<file path="config.mk">
export PLATFORM = sky130hd
export DESIGN_NAME = framed_packet_receiver_top_flat
export DESIGN_NICKNAME = d
export VERILOG_FILES = /design/src/rtl/core/fpr_pkg.sv /design/src/rtl/core/fpr_if.sv /design/src/rtl/core/framed_packet_receiver_top.sv /design/src/rtl/core/fpr_cfg_regs.sv /design/src/rtl/core/fpr_parser.sv /design/src/rtl/core/fpr_out_stage.sv /design/src/flat_wrapper.sv
export VERILOG_INCLUDE_DIRS = /design/src /design/src/rtl/core
export SDC_FILE = /design/constraint.sdc
export NUM_CORES = 1
export LEC_CHECK = 0
export BUFFER_PORTS_ARGS = -buffer_cell sky130_fd_sc_hd__buf_2
export CAP_MARGIN = 20
export CORE_ASPECT_RATIO = 1.25
export CORE_MARGIN = 2
export CORE_UTILIZATION = 61
export CTS_CLUSTER_DIAMETER = 150
export CTS_CLUSTER_SIZE = 14
export DETAILED_ROUTE_END_ITERATION = 12
export PLACE_DENSITY = 0.83
export SLEW_MARGIN = 0
export SYNTH_ARGS = -nofsm -noshare
export SYNTH_HDL_FRONTEND = slang
export SYNTH_HIERARCHICAL = 1
export SYNTH_SLANG_ARGS = --single-unit
export TNS_END_PERCENT = 100
</file>
<file path="constraint.sdc">
create_clock -name clk -period 6.2 [get_ports clk]
set_clock_uncertainty 0.15 [all_clocks]
set_input_delay 1.24 -clock clk [delete_from_list [all_inputs] [get_ports clk]]
set_output_delay 1.24 -clock clk [all_outputs]
set_load 0.01 [all_outputs]
</file>
<file path="src/rtl/core/framed_packet_receiver_top_macros.svh">
// assertion macros for the framed packet receiver
`ifndef FRAMED_PACKET_RECEIVER_TOP_MACROS_SVH
`define FRAMED_PACKET_RECEIVER_TOP_MACROS_SVH

`ifndef SYNTHESIS

// condition must hold in the same cycle as the trigger
`define FPR_ASSERT_NOW(label, clk, rst, ante, cons) \
  label: assert property (@(posedge clk) disable iff (rst) (ante) |-> (cons)) \
    else $error("fpr assertion failed");

// condition must hold in the cycle after the trigger
`define FPR_ASSERT_NEXT(label, clk, rst, ante, cons) \
  label: assert property (@(posedge clk) disable iff (rst) (ante) |=> (cons)) \
    else $error("fpr assertion failed");

`else

`define FPR_ASSERT_NOW(label, clk, rst, ante, cons)
`define FPR_ASSERT_NEXT(label, clk, rst, ante, cons)

`endif

`endif

</file>
<file path="src/rtl/core/fpr_pkg.sv">
// shared types, constants and crc functions of the framed packet receiver
package fpr_pkg;

  localparam int unsigned CFG_ADDR_W = 8;
  localparam int unsigned CFG_DATA_W = 16;

  localparam logic [CFG_ADDR_W-1:0] CFG_SYNC_VALUE   = 8'd0;
  localparam logic [CFG_ADDR_W-1:0] CFG_MAX_DATA_LEN = 8'd1;

  localparam logic [7:0]  SYNC_RESET    = 8'hA5;
  localparam logic [15:0] MAX_LEN_RESET = 16'd256;

  localparam logic [1:0] PH_HUNT   = 2'd0;
  localparam logic [1:0] PH_HEADER = 2'd1;
  localparam logic [1:0] PH_BODY   = 2'd2;

  localparam logic [15:0] CRC16_POLY = 16'hA001;
  localparam logic [15:0] CRC16_SEED = 16'hFFFF;
  localparam logic [7:0]  CRC8_POLY  = 8'h31;

  // frame bytes besides the data: 4 header, 2 id, 2 reserved, 2 crc
  localparam logic [16:0] FRAME_OVERHEAD = 17'd10;
  localparam logic [16:0] BODY_START     = 17'd4;
  localparam logic [16:0] ID_LOW_POS     = 17'd4;
  localparam logic [16:0] ID_HIGH_POS    = 17'd5;
  localparam logic [16:0] DATA_START     = 17'd8;

  localparam logic REC_DATA = 1'b0;
  localparam logic REC_END  = 1'b1;

  typedef struct packed {
    logic [7:0]  sync_value;
    logic [15:0] max_data_len;
  } cfg_t;

  typedef struct packed {
    logic        record_kind;
    logic [7:0]  data_value;
    logic [15:0] data_index;
    logic [15:0] message_id;
    logic [15:0] data_length;
    logic        frame_good;
  } rec_t;

  typedef struct packed {
    logic [1:0]  phase;
    logic [16:0] position;
  } status_t;

  function automatic logic [7:0] crc8_byte(input logic [7:0] crc, input logic [7:0] b);
    logic [7:0] c;
    c = crc ^ b;
    for (int k = 0; k < 8; k++) begin
      if (c[7]) begin
        c = {c[6:0], 1'b0} ^ CRC8_POLY;
      end else begin
        c = {c[6:0], 1'b0};
      end
    end
    return c;
  endfunction

  function automatic logic [15:0] crc16_byte(input logic [15:0] crc, input logic [7:0] b);
    logic [15:0] c;
    c = crc ^ {8'h00, b};
    for (int k = 0; k < 8; k++) begin
      if (c[0]) begin
        c = {1'b0, c[15:1]} ^ CRC16_POLY;
      end else begin
        c = {1'b0, c[15:1]};
      end
    end
    return c;
  endfunction

endpackage

</file>
<file path="src/rtl/core/fpr_if.sv">
// channel interfaces of the framed packet receiver
interface fpr_byte_if;
  logic       valid;
  logic       ready;
  logic [7:0] rx_byte;
  modport source (output valid, output rx_byte, input ready);
  modport sink (input valid, input rx_byte, output ready);
endinterface

interface fpr_rec_if;
  logic        valid;
  logic        ready;
  logic        record_kind;
  logic [7:0]  data_value;
  logic [15:0] data_index;
  logic [15:0] message_id;
  logic [15:0] data_length;
  logic        frame_good;
  modport source (output valid, output record_kind, output data_value, output data_index,
                  output message_id, output data_length, output frame_good, input ready);
  modport sink (input valid, input record_kind, input data_value, input data_index,
                input message_id, input data_length, input frame_good, output ready);
endinterface

interface fpr_cfg_if;
  import fpr_pkg::*;
  logic                  valid;
  logic                  ready;
  logic [CFG_ADDR_W-1:0] addr;
  logic [CFG_DATA_W-1:0] wdata;
  modport source (output valid, output addr, output wdata, input ready);
  modport sink (input valid, input addr, input wdata, output ready);
endinterface

</file>
<file path="src/rtl/core/framed_packet_receiver_top.sv">
// Framed packet receiver. Takes one received byte per request on rx, hunts for the sync
// byte, checks the four-byte header (sync, little-endian length, crc-8 poly 0x31), then
// passes each data byte out on rec as a data record and closes the frame with an end
// record holding the message id, the length and the crc-16 modbus verdict. A header with
// a bad crc is rescanned for a later sync byte; a length above max_data_len drops the
// frame. One byte is taken every cycle: all parsing for a byte is combinational and
// its record lands in a single output register, so rx stalls only while that register
// holds a record that rec has not taken. Records appear in the cycle after their byte.
// Registers sync_value (index 0) and max_data_len (index 1) are written on cfg.
module framed_packet_receiver_top (
  input  logic      clk,
  input  logic      rst,
  fpr_byte_if.sink  rx,
  fpr_rec_if.source rec,
  fpr_cfg_if.sink   cfg
);
  import fpr_pkg::*;

  `include "framed_packet_receiver_top_macros.svh"

  cfg_t    regs;
  rec_t    res;
  status_t status;
  logic    res_valid;
  logic    can_take;
  logic    take;
  logic    end_rec;
  logic    hdr_pos_ok;

  assign rx.ready = can_take;
  assign take     = rx.valid && can_take;

  fpr_cfg_regs u_cfg (
    .clk  (clk),
    .rst  (rst),
    .cfg  (cfg),
    .regs (regs)
  );

  fpr_parser u_parser (
    .clk       (clk),
    .rst       (rst),
    .take      (take),
    .rx_byte   (rx.rx_byte),
    .cfg       (regs),
    .res_valid (res_valid),
    .res       (res),
    .status    (status)
  );

  fpr_out_stage u_out (
    .clk       (clk),
    .rst       (rst),
    .res_valid (res_valid),
    .res       (res),
    .can_take  (can_take),
    .rec       (rec)
  );

  assign end_rec    = res_valid && res.record_kind == REC_END;
  assign hdr_pos_ok = status.position != 17'd0 && status.position < BODY_START;

  // records only come out of the frame body
  `FPR_ASSERT_NOW(a_rec_from_body, clk, rst, res_valid, status.phase == PH_BODY)
  // an end record sends the parser back to hunting
  `FPR_ASSERT_NEXT(a_end_to_hunt, clk, rst, end_rec, status.phase == PH_HUNT)
  // header collection always sits between the sync byte and the crc byte
  `FPR_ASSERT_NOW(a_hdr_pos, clk, rst, status.phase == PH_HEADER, hdr_pos_ok)
  // body never starts before the id bytes
  `FPR_ASSERT_NOW(a_body_pos, clk, rst, status.phase == PH_BODY, status.position >= BODY_START)

endmodule

</file>
<file path="src/rtl/core/fpr_cfg_regs.sv">
// configuration registers of the framed packet receiver
module fpr_cfg_regs (
  input  logic         clk,
  input  logic         rst,
  fpr_cfg_if.sink      cfg,
  output fpr_pkg::cfg_t regs
);
  import fpr_pkg::*;

  assign cfg.ready = 1'b1;

  always_ff @(posedge clk) begin
    if (rst) begin
      regs.sync_value   <= SYNC_RESET;
      regs.max_data_len <= MAX_LEN_RESET;
    end else if (cfg.valid) begin
      case (cfg.addr)
        CFG_SYNC_VALUE:   regs.sync_value   <= cfg.wdata[7:0];
        CFG_MAX_DATA_LEN: regs.max_data_len <= cfg.wdata;
        default: ;
      endcase
    end
  end

endmodule

</file>
<file path="src/rtl/core/fpr_parser.sv">
// frame parser: sync hunt, header check, body crc and record generation
module fpr_parser (
  input  logic            clk,
  input  logic            rst,
  input  logic            take,
  input  logic [7:0]      rx_byte,
  input  fpr_pkg::cfg_t   cfg,
  output logic            res_valid,
  output fpr_pkg::rec_t   res,
  output fpr_pkg::status_t status
);
  import fpr_pkg::*;

  logic [1:0]  phase, phase_next;
  logic [16:0] position, position_next;
  logic [7:0]  hdr [3];
  logic [7:0]  hdr_next [3];
  logic [15:0] crc16_running, crc16_next;
  logic [15:0] frame_length, frame_length_next;
  logic [15:0] id_value, id_next;
  logic [7:0]  crc_low_byte, crc_low_next;

  logic [16:0] pos_inc;
  logic [16:0] total;
  logic [7:0]  hdr_crc;
  logic [15:0] hdr_len;
  logic [15:0] crc16_hdr;

  assign pos_inc   = position + 17'd1;
  assign total     = {1'b0, frame_length} + FRAME_OVERHEAD;
  assign hdr_crc   = crc8_byte(crc8_byte(crc8_byte(8'h00, hdr[0]), hdr[1]), hdr[2]);
  assign hdr_len   = {hdr[2], hdr[1]};
  assign crc16_hdr = crc16_byte(crc16_byte(crc16_byte(crc16_byte(CRC16_SEED, hdr[0]),
                       hdr[1]), hdr[2]), rx_byte);

  always_comb begin
    phase_next        = phase;
    position_next     = position;
    hdr_next          = hdr;
    crc16_next        = crc16_running;
    frame_length_next = frame_length;
    id_next           = id_value;
    crc_low_next      = crc_low_byte;
    res_valid         = 1'b0;
    res               = '0;
    res.message_id    = id_value;
    res.data_length   = frame_length;

    case (phase)
      PH_HEADER: begin
        position_next = pos_inc;
        case (position[1:0])
          2'd1: hdr_next[1] = rx_byte;
          2'd2: hdr_next[2] = rx_byte;
          default: ;
        endcase
        if (position[1:0] == 2'd3) begin
          if (hdr_crc != rx_byte) begin
            // rescan for a sync byte and keep the bytes from it on
            if (hdr[1] == cfg.sync_value) begin
              hdr_next[0]   = hdr[1];
              hdr_next[1]   = hdr[2];
              hdr_next[2]   = rx_byte;
              position_next = 17'd3;
            end else if (hdr[2] == cfg.sync_value) begin
              hdr_next[0]   = hdr[2];
              hdr_next[1]   = rx_byte;
              position_next = 17'd2;
            end else if (rx_byte == cfg.sync_value) begin
              hdr_next[0]   = rx_byte;
              position_next = 17'd1;
            end else begin
              phase_next = PH_HUNT;
            end
          end else if (hdr_len > cfg.max_data_len) begin
            phase_next = PH_HUNT;
          end else begin
            frame_length_next = hdr_len;
            crc16_next        = crc16_hdr;
            position_next     = BODY_START;
            phase_next        = PH_BODY;
          end
        end
      end
      PH_BODY: begin
        position_next = pos_inc;
        if (pos_inc >= total) begin
          res_valid       = 1'b1;
          res.record_kind = REC_END;
          res.frame_good  = (crc16_running == {rx_byte, crc_low_byte});
          phase_next      = PH_HUNT;
        end else if (pos_inc + 17'd1 == total) begin
          crc_low_next = rx_byte;
        end else begin
          crc16_next = crc16_byte(crc16_running, rx_byte);
          if (position == ID_LOW_POS) begin
            id_next[7:0] = rx_byte;
          end else if (position == ID_HIGH_POS) begin
            id_next[15:8] = rx_byte;
          end else if (position >= DATA_START) begin
            res_valid       = 1'b1;
            res.record_kind = REC_DATA;
            res.data_value  = rx_byte;
            res.data_index  = position[15:0] - DATA_START[15:0];
          end
        end
      end
      default: begin
        phase_next = PH_HUNT;
        if (rx_byte == cfg.sync_value) begin
          hdr_next[0]   = rx_byte;
          position_next = 17'd1;
          phase_next    = PH_HEADER;
        end
      end
    endcase

    res_valid = res_valid & take;
  end

  always_ff @(posedge clk) begin
    if (rst) begin
      phase    <= PH_HUNT;
      position <= '0;
    end else if (take) begin
      phase    <= phase_next;
      position <= position_next;
    end
  end

  always_ff @(posedge clk) begin
    if (take) begin
      hdr           <= hdr_next;
      crc16_running <= crc16_next;
      frame_length  <= frame_length_next;
      id_value      <= id_next;
      crc_low_byte  <= crc_low_next;
    end
  end

  assign status.phase    = phase;
  assign status.position = position;

endmodule

</file>
<file path="src/rtl/core/fpr_out_stage.sv">
// output register between the parser and the record channel
module fpr_out_stage (
  input  logic          clk,
  input  logic          rst,
  input  logic          res_valid,
  input  fpr_pkg::rec_t res,
  output logic          can_take,
  fpr_rec_if.source     rec
);
  import fpr_pkg::*;

  logic valid;
  rec_t data;

  assign can_take = !valid || rec.ready;

  always_ff @(posedge clk) begin
    if (rst) begin
      valid <= 1'b0;
    end else if (can_take) begin
      valid <= res_valid;
    end
  end

  always_ff @(posedge clk) begin
    if (can_take && res_valid) begin
      data <= res;
    end
  end

  assign rec.valid       = valid;
  assign rec.record_kind = data.record_kind;
  assign rec.data_value  = data.data_value;
  assign rec.data_index  = data.data_index;
  assign rec.message_id  = data.message_id;
  assign rec.data_length = data.data_length;
  assign rec.frame_good  = data.frame_good;

endmodule

</file>
<file path="src/flat_wrapper.sv">
// flat-port wrapper written by rule: the top's interface ports become plain ports
module framed_packet_receiver_top_flat import fpr_pkg::*;
  (clk, rst, rx_valid, rx_rx_byte, rx_ready, rec_valid, rec_record_kind, rec_data_value, rec_data_index, rec_message_id, rec_data_length, rec_frame_good, rec_ready, cfg_valid, cfg_addr, cfg_wdata, cfg_ready);
  fpr_byte_if rx_i ();
  fpr_rec_if rec_i ();
  fpr_cfg_if cfg_i ();
  input  logic clk;
  input  logic rst;
  input wire logic [$bits(rx_i.valid)-1:0] rx_valid;
  input wire logic [$bits(rx_i.rx_byte)-1:0] rx_rx_byte;
  output wire logic [$bits(rx_i.ready)-1:0] rx_ready;
  output wire logic [$bits(rec_i.valid)-1:0] rec_valid;
  output wire logic [$bits(rec_i.record_kind)-1:0] rec_record_kind;
  output wire logic [$bits(rec_i.data_value)-1:0] rec_data_value;
  output wire logic [$bits(rec_i.data_index)-1:0] rec_data_index;
  output wire logic [$bits(rec_i.message_id)-1:0] rec_message_id;
  output wire logic [$bits(rec_i.data_length)-1:0] rec_data_length;
  output wire logic [$bits(rec_i.frame_good)-1:0] rec_frame_good;
  input wire logic [$bits(rec_i.ready)-1:0] rec_ready;
  input wire logic [$bits(cfg_i.valid)-1:0] cfg_valid;
  input wire logic [$bits(cfg_i.addr)-1:0] cfg_addr;
  input wire logic [$bits(cfg_i.wdata)-1:0] cfg_wdata;
  output wire logic [$bits(cfg_i.ready)-1:0] cfg_ready;
  assign rx_i.valid = rx_valid;
  assign rx_i.rx_byte = rx_rx_byte;
  assign rx_ready = rx_i.ready;
  assign rec_valid = rec_i.valid;
  assign rec_record_kind = rec_i.record_kind;
  assign rec_data_value = rec_i.data_value;
  assign rec_data_index = rec_i.data_index;
  assign rec_message_id = rec_i.message_id;
  assign rec_data_length = rec_i.data_length;
  assign rec_frame_good = rec_i.frame_good;
  assign rec_i.ready = rec_ready;
  assign cfg_i.valid = cfg_valid;
  assign cfg_i.addr = cfg_addr;
  assign cfg_i.wdata = cfg_wdata;
  assign cfg_ready = cfg_i.ready;
  framed_packet_receiver_top u_core (.clk(clk), .rst(rst), .rx(rx_i), .rec(rec_i), .cfg(cfg_i));
endmodule
</file>
# After elaboration in Yosys (flattened, before gate mapping)
# Cells that the tools add are included.
op_classes:
  bitwise: 79
  muxes: 129
  n_lt_le_gt_ge: 3
  n_addsub: 4
  reduce_logical: 20
  eq_ne: 24
ops:
  columns: ["cell", "n"]
  rows:
  - ["two-way mux 16 bit", 67]
  - ["two-way mux 6 bit", 24]
  - ["inverter 2 -> 3 bit", 40]
  - ["two-way mux 17 bit", 7]
  - ["two-way mux 25 bit", 3]
  - ["two-way mux 24 bit", 3]
  - ["inverter 3 bit", 24]
  - ["XOR 16 x 8 -> 16 bit", 4]
  - ["two-way mux 8 bit", 6]
  - ["adder 17 x 1 -> 17 bit, second input constant", 2]
  - ["equality test 17 x 3 -> 1 bit, second input constant", 2]
  - ["case mux 17 bit (2 select lines)", 1]
  - ["case mux 16 bit (2 select lines)", 1]
  - ["equality test 8 bit", 3]
  - ["adder 16 x 4 -> 17 bit, second input constant", 1]
  - ["equality test 17 bit", 1]
  - ["greater-or-equal comparator 17 bit", 1]
  - ["greater-or-equal comparator 17 x 4 -> 1 bit, second input constant", 1]
  - ["equality test 16 bit", 1]
  - ["greater-than comparator 16 bit", 1]
  - ["inverter 8 -> 16 bit", 1]
  - ["case mux 8 bit (2 select lines)", 1]
  - ["subtractor 16 x 4 -> 16 bit, second input constant", 1]
  - ["XOR 8 bit", 2]
  - ["other kinds (23)", 61]
word_totals:
  register_bits: 182

# Logic depth before layout (Yosys ltp)
# Gate-level depths: netlist of the first run.
depth:
  ltp_word: 72
  mapped_depth: 17

# By module
# Netlist of the first run, hierarchy kept.
modules_own_cells:
  columns: ["module", "area_each_um2", "cells_each", "n_inst"]
  rows:
  - ["fpr_parser", 8619.5, 906, 1]
  - ["fpr_out_stage", 1796.7, 63, 1]
  - ["fpr_cfg_regs", 1073.5, 113, 1]
  - ["framed_packet_receiver_top", 6.3, 1, 1]

# Worst setup path before layout of the first run
# Ideal clock, no wire load.
synth_timing:
  kind: "in2reg"
  startpoint: "input port rx_rx_byte[6]"
  endpoint: "register u_core.u_parser.crc16_running[0] (enable)"
  slack_ns: 1.112
  setup_time_ns: 0.417
  path_stages: 11
  n_path_buf: 2
  t_arrival_ns: 4.521
  t_required_ns: 5.633
  path_cell_list: "clkbuf_1 -> inv_1 -> xnor2_1 -> xor2_1 -> xnor3_1 -> or3_1 -> a22oi_2 -> and2_1 -> buf_4 -> nand2_1 -> a221oi_1"
synth_between:
  elab_chain_cells: 3
synth_rtl:
  columns: ["item", "line_no", "rtl"]
  rows:
  - ["start: declaration", "flat_wrapper.sv:10", "input wire logic [$bits(rx_i.rx_byte)-1:0] rx_rx_byte;"]
  - ["inequality test 8 bit", "fpr_parser.sv:58", "if (hdr_crc != rx_byte) begin"]
  - ["inequality test 2 bit (no source line)", null, null]
  - ["AND reduction 7 bit (no source line)", null, null]
  - ["end signal: assignment", "fpr_parser.sv:134", "crc16_running <= crc16_next;"]
  - ["end: declaration", "fpr_parser.sv:18", "logic [15:0] crc16_running, crc16_next;"]
# Every way passes these cells.
# A chain may end at the register's enable or synchronous reset.

# Final worst setup path of the first run
layout_timing:
  startpoint: "register u_core.u_parser.position[0]"
  endpoint: "register u_core.u_parser.id_value[8] (enable)"
layout_between:
  elab_chain_cells: 5
  elab_cells_between_ends: 10
  classes_between: "add/sub (2); order compare (1); eq/ne (3); bitwise (3); reduce/logical (1)"
layout_rtl:
  columns: ["item", "line_no", "rtl"]
  rows:
  - ["start: declaration", "fpr_parser.sv:15", "logic [16:0] position, position_next;"]
  - ["start signal: assignment", "fpr_parser.sv:127", "position <= position_next;"]
  - ["adder 17 x 1 -> 17 bit", "fpr_parser.sv:29", "assign pos_inc = position + 17'd1;"]
  - ["adder 17 x 1 -> 17 bit", "fpr_parser.sv:92", "end else if (pos_inc + 17'd1 == total) begin"]
  - ["equality test 17 bit", "fpr_parser.sv:92", null]
  - ["inverter 1 bit (no source line)", null, null]
  - ["AND reduction 6 bit (no source line) (*)", null, null]
  - ["end signal: assignment", "fpr_parser.sv:136", "id_value <= id_next;"]
  - ["end: declaration", "fpr_parser.sv:20", "logic [15:0] id_value, id_next;"]
# Every way passes the cells marked *; elsewhere a longest branch is shown, timed or not.

==> results.md, run 1 <==
- Clk slew on worst S/H paths: 0.08 ns
- Pwr Density: 213 nW/um2
- Post-synth EDFFs: 138
- Top_reg_cell synth: edfxtp_1
- Synthesis-stage register bit count: 182
- CP required: 6.12 ns
- Sw power: 0.690 mW
- WS Path Type: flip-flop to flip-flop
- Vias per cell: 6.09
- Total die area: 20000 um2
- Total CTS buffers: 17
- Wire per inst: 19.6 um
- # Max-Cap Violations: 0
- Worst rel slew slack: 28.4%
- Int Power: 2.00 mW
- Most common cell after layout, fill and taps aside: xnor2_1
- Die W: 127 um
- Initial antenna violation count: 0
- Hold/Removal Path Class: flip-flop to flip-flop
- Status: finished, final reports clean
- Antenna Violating Nets Remaining: 0
- FMAX: 187 MHz
- WL met1: 10700 um
- Post-Synthesis Cells: 1083
- Nets: 1212
- Clock tree sinks: 182
- Cell Rows: 56
- Pin count of the biggest net entering global routing: 59
- Diodes inserted: 0
- Vias: 8387
- Top Metal Used: met4
- Slew @ Worst Pin: 1.07 ns
- Hold Vio Cnt, Final: 0
- Core Region: 18600 um2
- Most frequent cells in the layout: 143 x xnor2_1, 138 x edfxtp_1, 96 x buf_2, 74 x xor2_1, 69 x nor2_1
- Sequential area share after synthesis: 43.7%
- Post-Route WL: 27100 um
- Initial DRC Count: 818
- R2r setup slk: 0.85 ns
- Boundary pin count: 98
- CTS H-tree lvls: 4
- Post-Syn Area: 11500 um2
- Drt drc: 0
- Share of layout cells above drive strength 1: 15.9%
- Vias in the first global route: 8232
- Switching share of power: 25.7%
- Fillers: 1421
- Total congestion overflow: 0
- Die Ht: 157 um
- Post-synth net total: 1162
- RSZ-0062 raised after global routing: false
- Final setup fails: 0
- Worst Path Max Fanout: 16
- First-pass GRT wire length: 42900 um
- Fin Hold WS: 0.270 ns
- Fin Setup TNS: 0 ns
- Lkg Pwr: 4.81 nW
- Post-cts gate resize count: 0
- Clock power frac: 40.0%
- Worst-Skew Late Latency: 0.44 ns
- Met3 routed WL: 1670 um
- Final Slew Violations: 0
- Hpwl dp: 19300 um
- Register area: 5020 um2
- Yosys cell types: 73
- Logic pwr share: 11.0%
- Peak supply drop: 0.184 mV
- Ratio of final minimum period to clock period: 86.3%
- Post-layout min period: 5.35 ns
- CTS tree: built
- Port Buf Inserts: 96
- Post-CTS Setup Inserts: 0
- Met2 WL: 13600 um
- Hold Buf Count CTS: 0
- GPL Wtd Cong: 0.931
- Async SR Flop Fraction: 0%
- Total global-route track usage: 27.6%
- Root Buffer: clkbuf_16
- Area of the multi-input gates: 5960 um2
- Arr. time, crit path: 5.27 ns
- Syn Area/Cell: 10.6 um2
- YS warnings: 6
- Crit end category: flip-flop
- Initial Utilization: 61.7%
- Synthesis-to-layout area growth: 9.81%
- Pre-antenna DRT Iters: 5
- Clock buffer depth: 2
- Kind of start point of the critical path: flip-flop
- Sequential power share: 49.0%
-- critical path, cell delays in order (launching register included) --
cell and delay (ns):
dfxtp_1 0.56, ha_1 0.60, nand4_1 0.29, nor4_1 0.49
xnor2_1 0.24, inv_1 0.08, ha_1 0.31, a21o_1 0.18
a21o_1 0.18, a21oi_1 0.14, nor2_1 0.06, nor4_1 0.25
o21ai_0 0.33, a21bo_2 0.33, nor4_2 0.79
-- per-layer routing --
| metal | global-route usage, % | vias up |
|---|---|---|
| li1 | - | 3938 |
| met1 | 33.4 | 4030 |
| met2 | 47.8 | 340 |
| met3 | 4.93 | 79 |
| met4 | 13.3 | 0 |
| met5 | 0 | - |
-- cells by family after synthesis --
| family | after synthesis | share of synthesized area (%) |
|---|---|---|
| multiplexers | 54 | 4.95 |
| XOR/XNOR | 235 | 20.0 |
| AND/OR/NAND/NOR | 273 | 12.3 |
| other | 1 | 0.0326 |
| buffers and inverters | 129 | 4.68 |
| AO/OA/AOI/OAI | 167 | 9.69 |
| adder cells (fa/ha/maj) | 42 | 4.57 |
| flip-flops | 182 | 43.7 |
-- power groups by stage --
stage / Sequential, mW / Clock, mW / Combinational [mW]
after floorplan: 1.34 / 0 / 0.242
after global placement: 1.34 / 0 / 0.281
after detailed placement: 1.34 / 0 / 0.289
after CTS: 1.32 / 1.09 / 0.293
after global routing: 1.32 / 1.14 / 0.318
final: 1.32 / 1.07 / 0.296
-- per-stage QoR --
step / setup slack (ns) / utilization, % / cell area (um2) / power, mW / instances
floorplan: 1.11 / - / 11500 / 1.58 / 1083
global placement: 1.07 / 64.5 / 12000 / 1.62 / 1346
detailed placement: 0.832 / 64.5 / 12000 / 1.63 / 1346
CTS: 0.819 / 67.7 / 12600 / 2.70 / 1378
global route: 0.517 / 67.7 / 12600 / 2.77 / 1378
finish: 0.852 / 67.7 / 12600 / 2.69 / 1378
-- synthesized netlist by cell type (all sizes together), types with 6 or more instances --
library cell / number / area (um2)
a21oi: 40 / 208
o22ai: 8 / 50.1
buf: 28 / 159
mux2: 23 / 259
and4: 6 / 52.6
nand3: 22 / 110
ha: 42 / 526
xnor2: 146 / 1310
nand2b: 18 / 120
nor4: 19 / 119
xnor3: 13 / 294
nand4: 32 / 200
nor3: 18 / 113
a22o: 8 / 70.1
o31ai: 11 / 82.6
or3: 7 / 43.8
nor2: 69 / 259
inv: 56 / 210
o21ai: 39 / 195
xor2: 74 / 648
nand2: 56 / 213
mux2i: 31 / 310
clkbuf: 45 / 169
edfxtp: 138 / 4140
and2: 6 / 40.0
dfxtp: 44 / 881
a22oi: 9 / 72.6
a21o: 11 / 82.6
-- cell type report --
class / count / share of cell area [%]
Clock buffer: 17 / 3.37
Clock inverter: 15 / 1.33
Inverter: 56 / 1.67
Multi-Input combinational cell: 772 / 47.2
Sequential cell: 182 / 39.8
Tap cell: 232 / 2.30
Timing Repair Buffer: 104 / 4.28
-- final timing paths --
kind | start | end | cells after the start
worst min register to register | u_core/u_parser/id_value[8]$_DFFE_PP_ | u_core/u_out/rec.message_id[8]$_DFFE_PP_ | 0
worst max-delay path | u_core/u_parser/position[0]$_SDFFE_PP0P_ | u_core/u_parser/id_value[8]$_DFFE_PP_ | 14
worst max register to register | u_core/u_parser/position[0]$_SDFFE_PP0P_ | u_core/u_parser/id_value[8]$_DFFE_PP_ | 14
worst min-delay path | u_core/u_parser/id_value[8]$_DFFE_PP_ | u_core/u_out/rec.message_id[8]$_DFFE_PP_ | 0
-- registers in the layout, summed over array words and instances, names as in the netlist --
name,count
u_core/u_cfg/regs,24
u_core/u_parser/hdr,24
u_core/u_parser/position,17
u_core/u_out/rec.data_index,16
u_core/u_out/rec.data_length,16
u_core/u_out/rec.message_id,16
u_core/u_parser/crc16_running,16
u_core/u_parser/frame_length,16
u_core/u_parser/id_value,16
u_core/u_out/rec.data_value,8
u_core/u_parser/crc_low_byte,8
u_core/u_parser/phase,2
u_core/u_out/rec.frame_good,1
u_core/u_out/rec.record_kind,1
u_core/u_out/rec.valid,1
Power figures use the tool's default switching activity.
==> run 2: changes to the inputs <==
--- a/config.mk
+++ b/config.mk
@@ -10,11 +10,11 @@
 export CAP_MARGIN = 20
 export CORE_ASPECT_RATIO = 1.25
 export CORE_MARGIN = 2
-export CORE_UTILIZATION = 61
+export CORE_UTILIZATION = 40
 export CTS_CLUSTER_DIAMETER = 150
 export CTS_CLUSTER_SIZE = 14
 export DETAILED_ROUTE_END_ITERATION = 12
-export PLACE_DENSITY = 0.83
+export PLACE_DENSITY = 0.59
 export SLEW_MARGIN = 0
 export SYNTH_ARGS = -nofsm -noshare
 export SYNTH_HDL_FRONTEND = slang
==> run 2 against run 1 <==
Combinational power about the same; highest routed layer unchanged; clock power up 6%; wire length up 7.0%; global-route usage down 8.2 points; sequential power about the same; register-to-register slack better by 0.12 ns; via count down 3.4%; flip-flop and latch count unchanged; final cell count up 9.4%; maximum frequency up 2.3%; critical endpoint is now u_core/u_parser/id_value[14]$_DFFE_PP_.
==> results.md, run 2 (synthesis gave the netlist of run 1 again) <==
- Status: finished, final reports clean
- Critical R2R Launch: u_core/u_parser/position[0]$_SDFFE_PP0P_
- Reg2reg path depth: 14 (unchanged)
- Most common cell after layout, fill and taps aside: xnor2_1
- Post-layout min period: 5.23 ns (-0.121 ns)
- Post-Route WL: 28900 um (+7.0%)
- Worst rel slew slack: 32.9% (+4.5 points)
- Wire per inst: 19.2 um (-2.2%)
- Arr. time, crit path: 5.14 ns (-0.13 ns)
- CTS tree: built
- Ratio of final minimum period to clock period: 84.3% (-1.9 points)
- Pwr Density: 214 nW/um2 (+0.32%)
- Min-Delay Startpoint: u_core/u_parser/id_value[12]$_DFFE_PP_
- WL met1: 12400 um (+16%)
- Die Ht: 194 um (+23%)
- WS Path Type: flip-flop to flip-flop
- Post-CTS Setup Inserts: 0 (unchanged)
- Clock buffer depth: 2 (unchanged)
- Kind of start point of the critical path: flip-flop
- Vias: 8099 (-3.4%)
- R2r setup slk: 0.97 ns (+0.12 ns)
- Antenna Violating Nets Remaining: 0 (unchanged)
- Share of layout cells above drive strength 1: 16.2% (+0.35 points)
- Top Metal Used: met4
- Hold Vio Cnt, Final: 0 (unchanged)
- RSZ-0062 raised after global routing: false
- Total die area: 30100 um2 (+51%)
- Worst-Skew Late Latency: 0.44 ns (about the same)
- Final setup fails: 0 (unchanged)
- Met2 WL: 14700 um (+8.1%)
- GPL Wtd Cong: 0.854 (-8.4%)
- Met3 routed WL: 1120 um (-33%)
- Total congestion overflow: 0 (unchanged)
- Most frequent cells in the layout: 143 x xnor2_1, 138 x edfxtp_1, 96 x buf_2, 74 x xor2_1, 69 x nor2_1
- Die W: 156 um (+23%)
- Root Buffer: clkbuf_16
- Post-cts gate resize count: 0 (unchanged)
- FMAX: 191 MHz (+2.3%)
- Initial Utilization: 40.6% (-21 points)
- CTS H-tree lvls: 4 (unchanged)
- Diodes inserted: 0 (unchanged)
- Clock tree sinks: 182 (unchanged)
- Drt drc: 0 (unchanged)
- Synthesis-to-layout area growth: 11.7%
- Worst r2r dst: u_core/u_parser/id_value[14]$_DFFE_PP_
- Initial DRC Count: 535 (-35%)
- Hold EP: u_core/u_out/rec.message_id[12]$_DFFE_PP_
- Clk slew on worst S/H paths: 0.07 ns (about the same)
- Pre-antenna DRT Iters: 5 (unchanged)
- Cell Rows: 69 (+23%)
- Total global-route track usage: 19.4% (-8.2 points)
- Total CTS buffers: 17 (unchanged)
- Peak supply drop: 0.159 mV (-14%)
- Initial antenna violation count: 0 (unchanged)
- First-pass GRT wire length: 45100 um (+5.2%)
- CP required: 6.11 ns (about the same)
- Top flop regs: u_core/u_cfg/regs (24), u_core/u_parser/hdr (24), u_core/u_parser/position (17)
- Vias per cell: 5.37 (-12%)
- Hold/Removal Path Class: flip-flop to flip-flop
- Pin count of the biggest net entering global routing: 59 (unchanged)
- Nets: 1220 (+0.66%)
- Hpwl dp: 21000 um (+8.7%)
- Fin Setup TNS: 0 ns (unchanged)
- Lkg Pwr: 4.85 nW (+0.79%)
- Slew @ Worst Pin: 0.998 ns (-0.0712 ns)
- Hold Crit Depth: 0 (unchanged)
- Worst Path Max Fanout: 16 (unchanged)
- Boundary pin count: 98 (unchanged)
- Crit end category: flip-flop
- Core Region: 28300 um2 (+52%)
- Hold Buf Count CTS: 0 (unchanged)
- Fin util: 45.4% (-22 points)
- Final Slew Violations: 0 (unchanged)
- Port Buf Inserts: 96 (unchanged)
- # Max-Cap Violations: 0 (unchanged)
- Vias in the first global route: 7875 (-4.3%)
## run 2: changes by cell type in the layout (fill, tap and decap cells not counted), sizes merged
cell      change
clkinvlp      +1
clkinv        -5
bufinv        +3
inv           -2
buf           +8
clkbuf        +1
## run 2: worst max-delay path by stage
| stage | from | end | cells after the start |
|---|---|---|---|
| floorplan | rx_rx_byte[6] | u_core/u_parser/crc16_running[0]$_DFFE_PP_ | 11 |
| global placement | u_core/u_parser/position[0]$_SDFFE_PP0P_ | u_core/u_parser/id_value[10]$_DFFE_PP_ | 14 |
| detailed placement | u_core/u_parser/position[0]$_SDFFE_PP0P_ | u_core/u_parser/id_value[14]$_DFFE_PP_ | 14 |
| CTS | u_core/u_parser/position[0]$_SDFFE_PP0P_ | u_core/u_parser/id_value[14]$_DFFE_PP_ | 14 |
| global route | u_core/u_parser/position[0]$_SDFFE_PP0P_ | u_core/u_parser/id_value[14]$_DFFE_PP_ | 14 |
| finish | u_core/u_parser/position[0]$_SDFFE_PP0P_ | u_core/u_parser/id_value[14]$_DFFE_PP_ | 14 |
## run 2: layout make-up
| class | count | area, um2 |
|---|---|---|
| fillers | 2696 | 15500 |
| multi-input cells | 772 | 5960 |
| flip-flops and latches | 182 | 5020 |
| repair buffers | 112 | 601 |
| well taps | 355 | 444 |
| clock buffers | 18 | 429 |
| inverters | 56 | 210 |
| clock inverters | 12 | 169 |
## run 2: metrics by stage
stage | power [mW] | instances | cell area (um2) | hold slack (ns) | setup WS, ns
final | 2.74 | 1507 | 12800 | 0.272 | 0.972
after global placement | 1.63 | 1476 | 12200 | 0.254 | 1.14
after global routing | 2.84 | 1507 | 12800 | 0.278 | 0.556
after CTS | 2.77 | 1506 | 12800 | 0.275 | 0.997
after floorplan | 1.58 | 1083 | 11500 | 0.250 | 1.11
after detailed placement | 1.64 | 1476 | 12200 | 0.255 | 1.03
## run 2: routing by layer
metal  global-route usage [%]  vias to the layer above
li1                         -                     3948
met1                     24.6                     3898
met2                     33.6                      212
met3                     2.80                       41
met4                     6.80                        0
met5                        0                        -
## run 2: report_power, final
part / switching, mW / total [mW] / leakage, nW / internal [mW]
Clock: 0.491 / 1.13 / 0.286 / 0.640
Sequential: 0.00823 / 1.32 / 1.65 / 1.31
Combinational: 0.149 / 0.294 / 2.91 / 0.145
Total: 0.648 / 2.74 / 4.85 / 2.09
## run 2: critical path, cell delays in order (launching register included)
cell and delay, ns:
dfxtp_1 0.56, ha_1 0.58, nand4_1 0.29, nor4_1 0.35
xnor2_1 0.22, inv_1 0.08, ha_1 0.31, a21o_1 0.18
a21o_1 0.17, a21oi_1 0.15, nor2_1 0.05, nor4_1 0.28
o21ai_0 0.35, a21bo_2 0.34, nor4_2 0.78
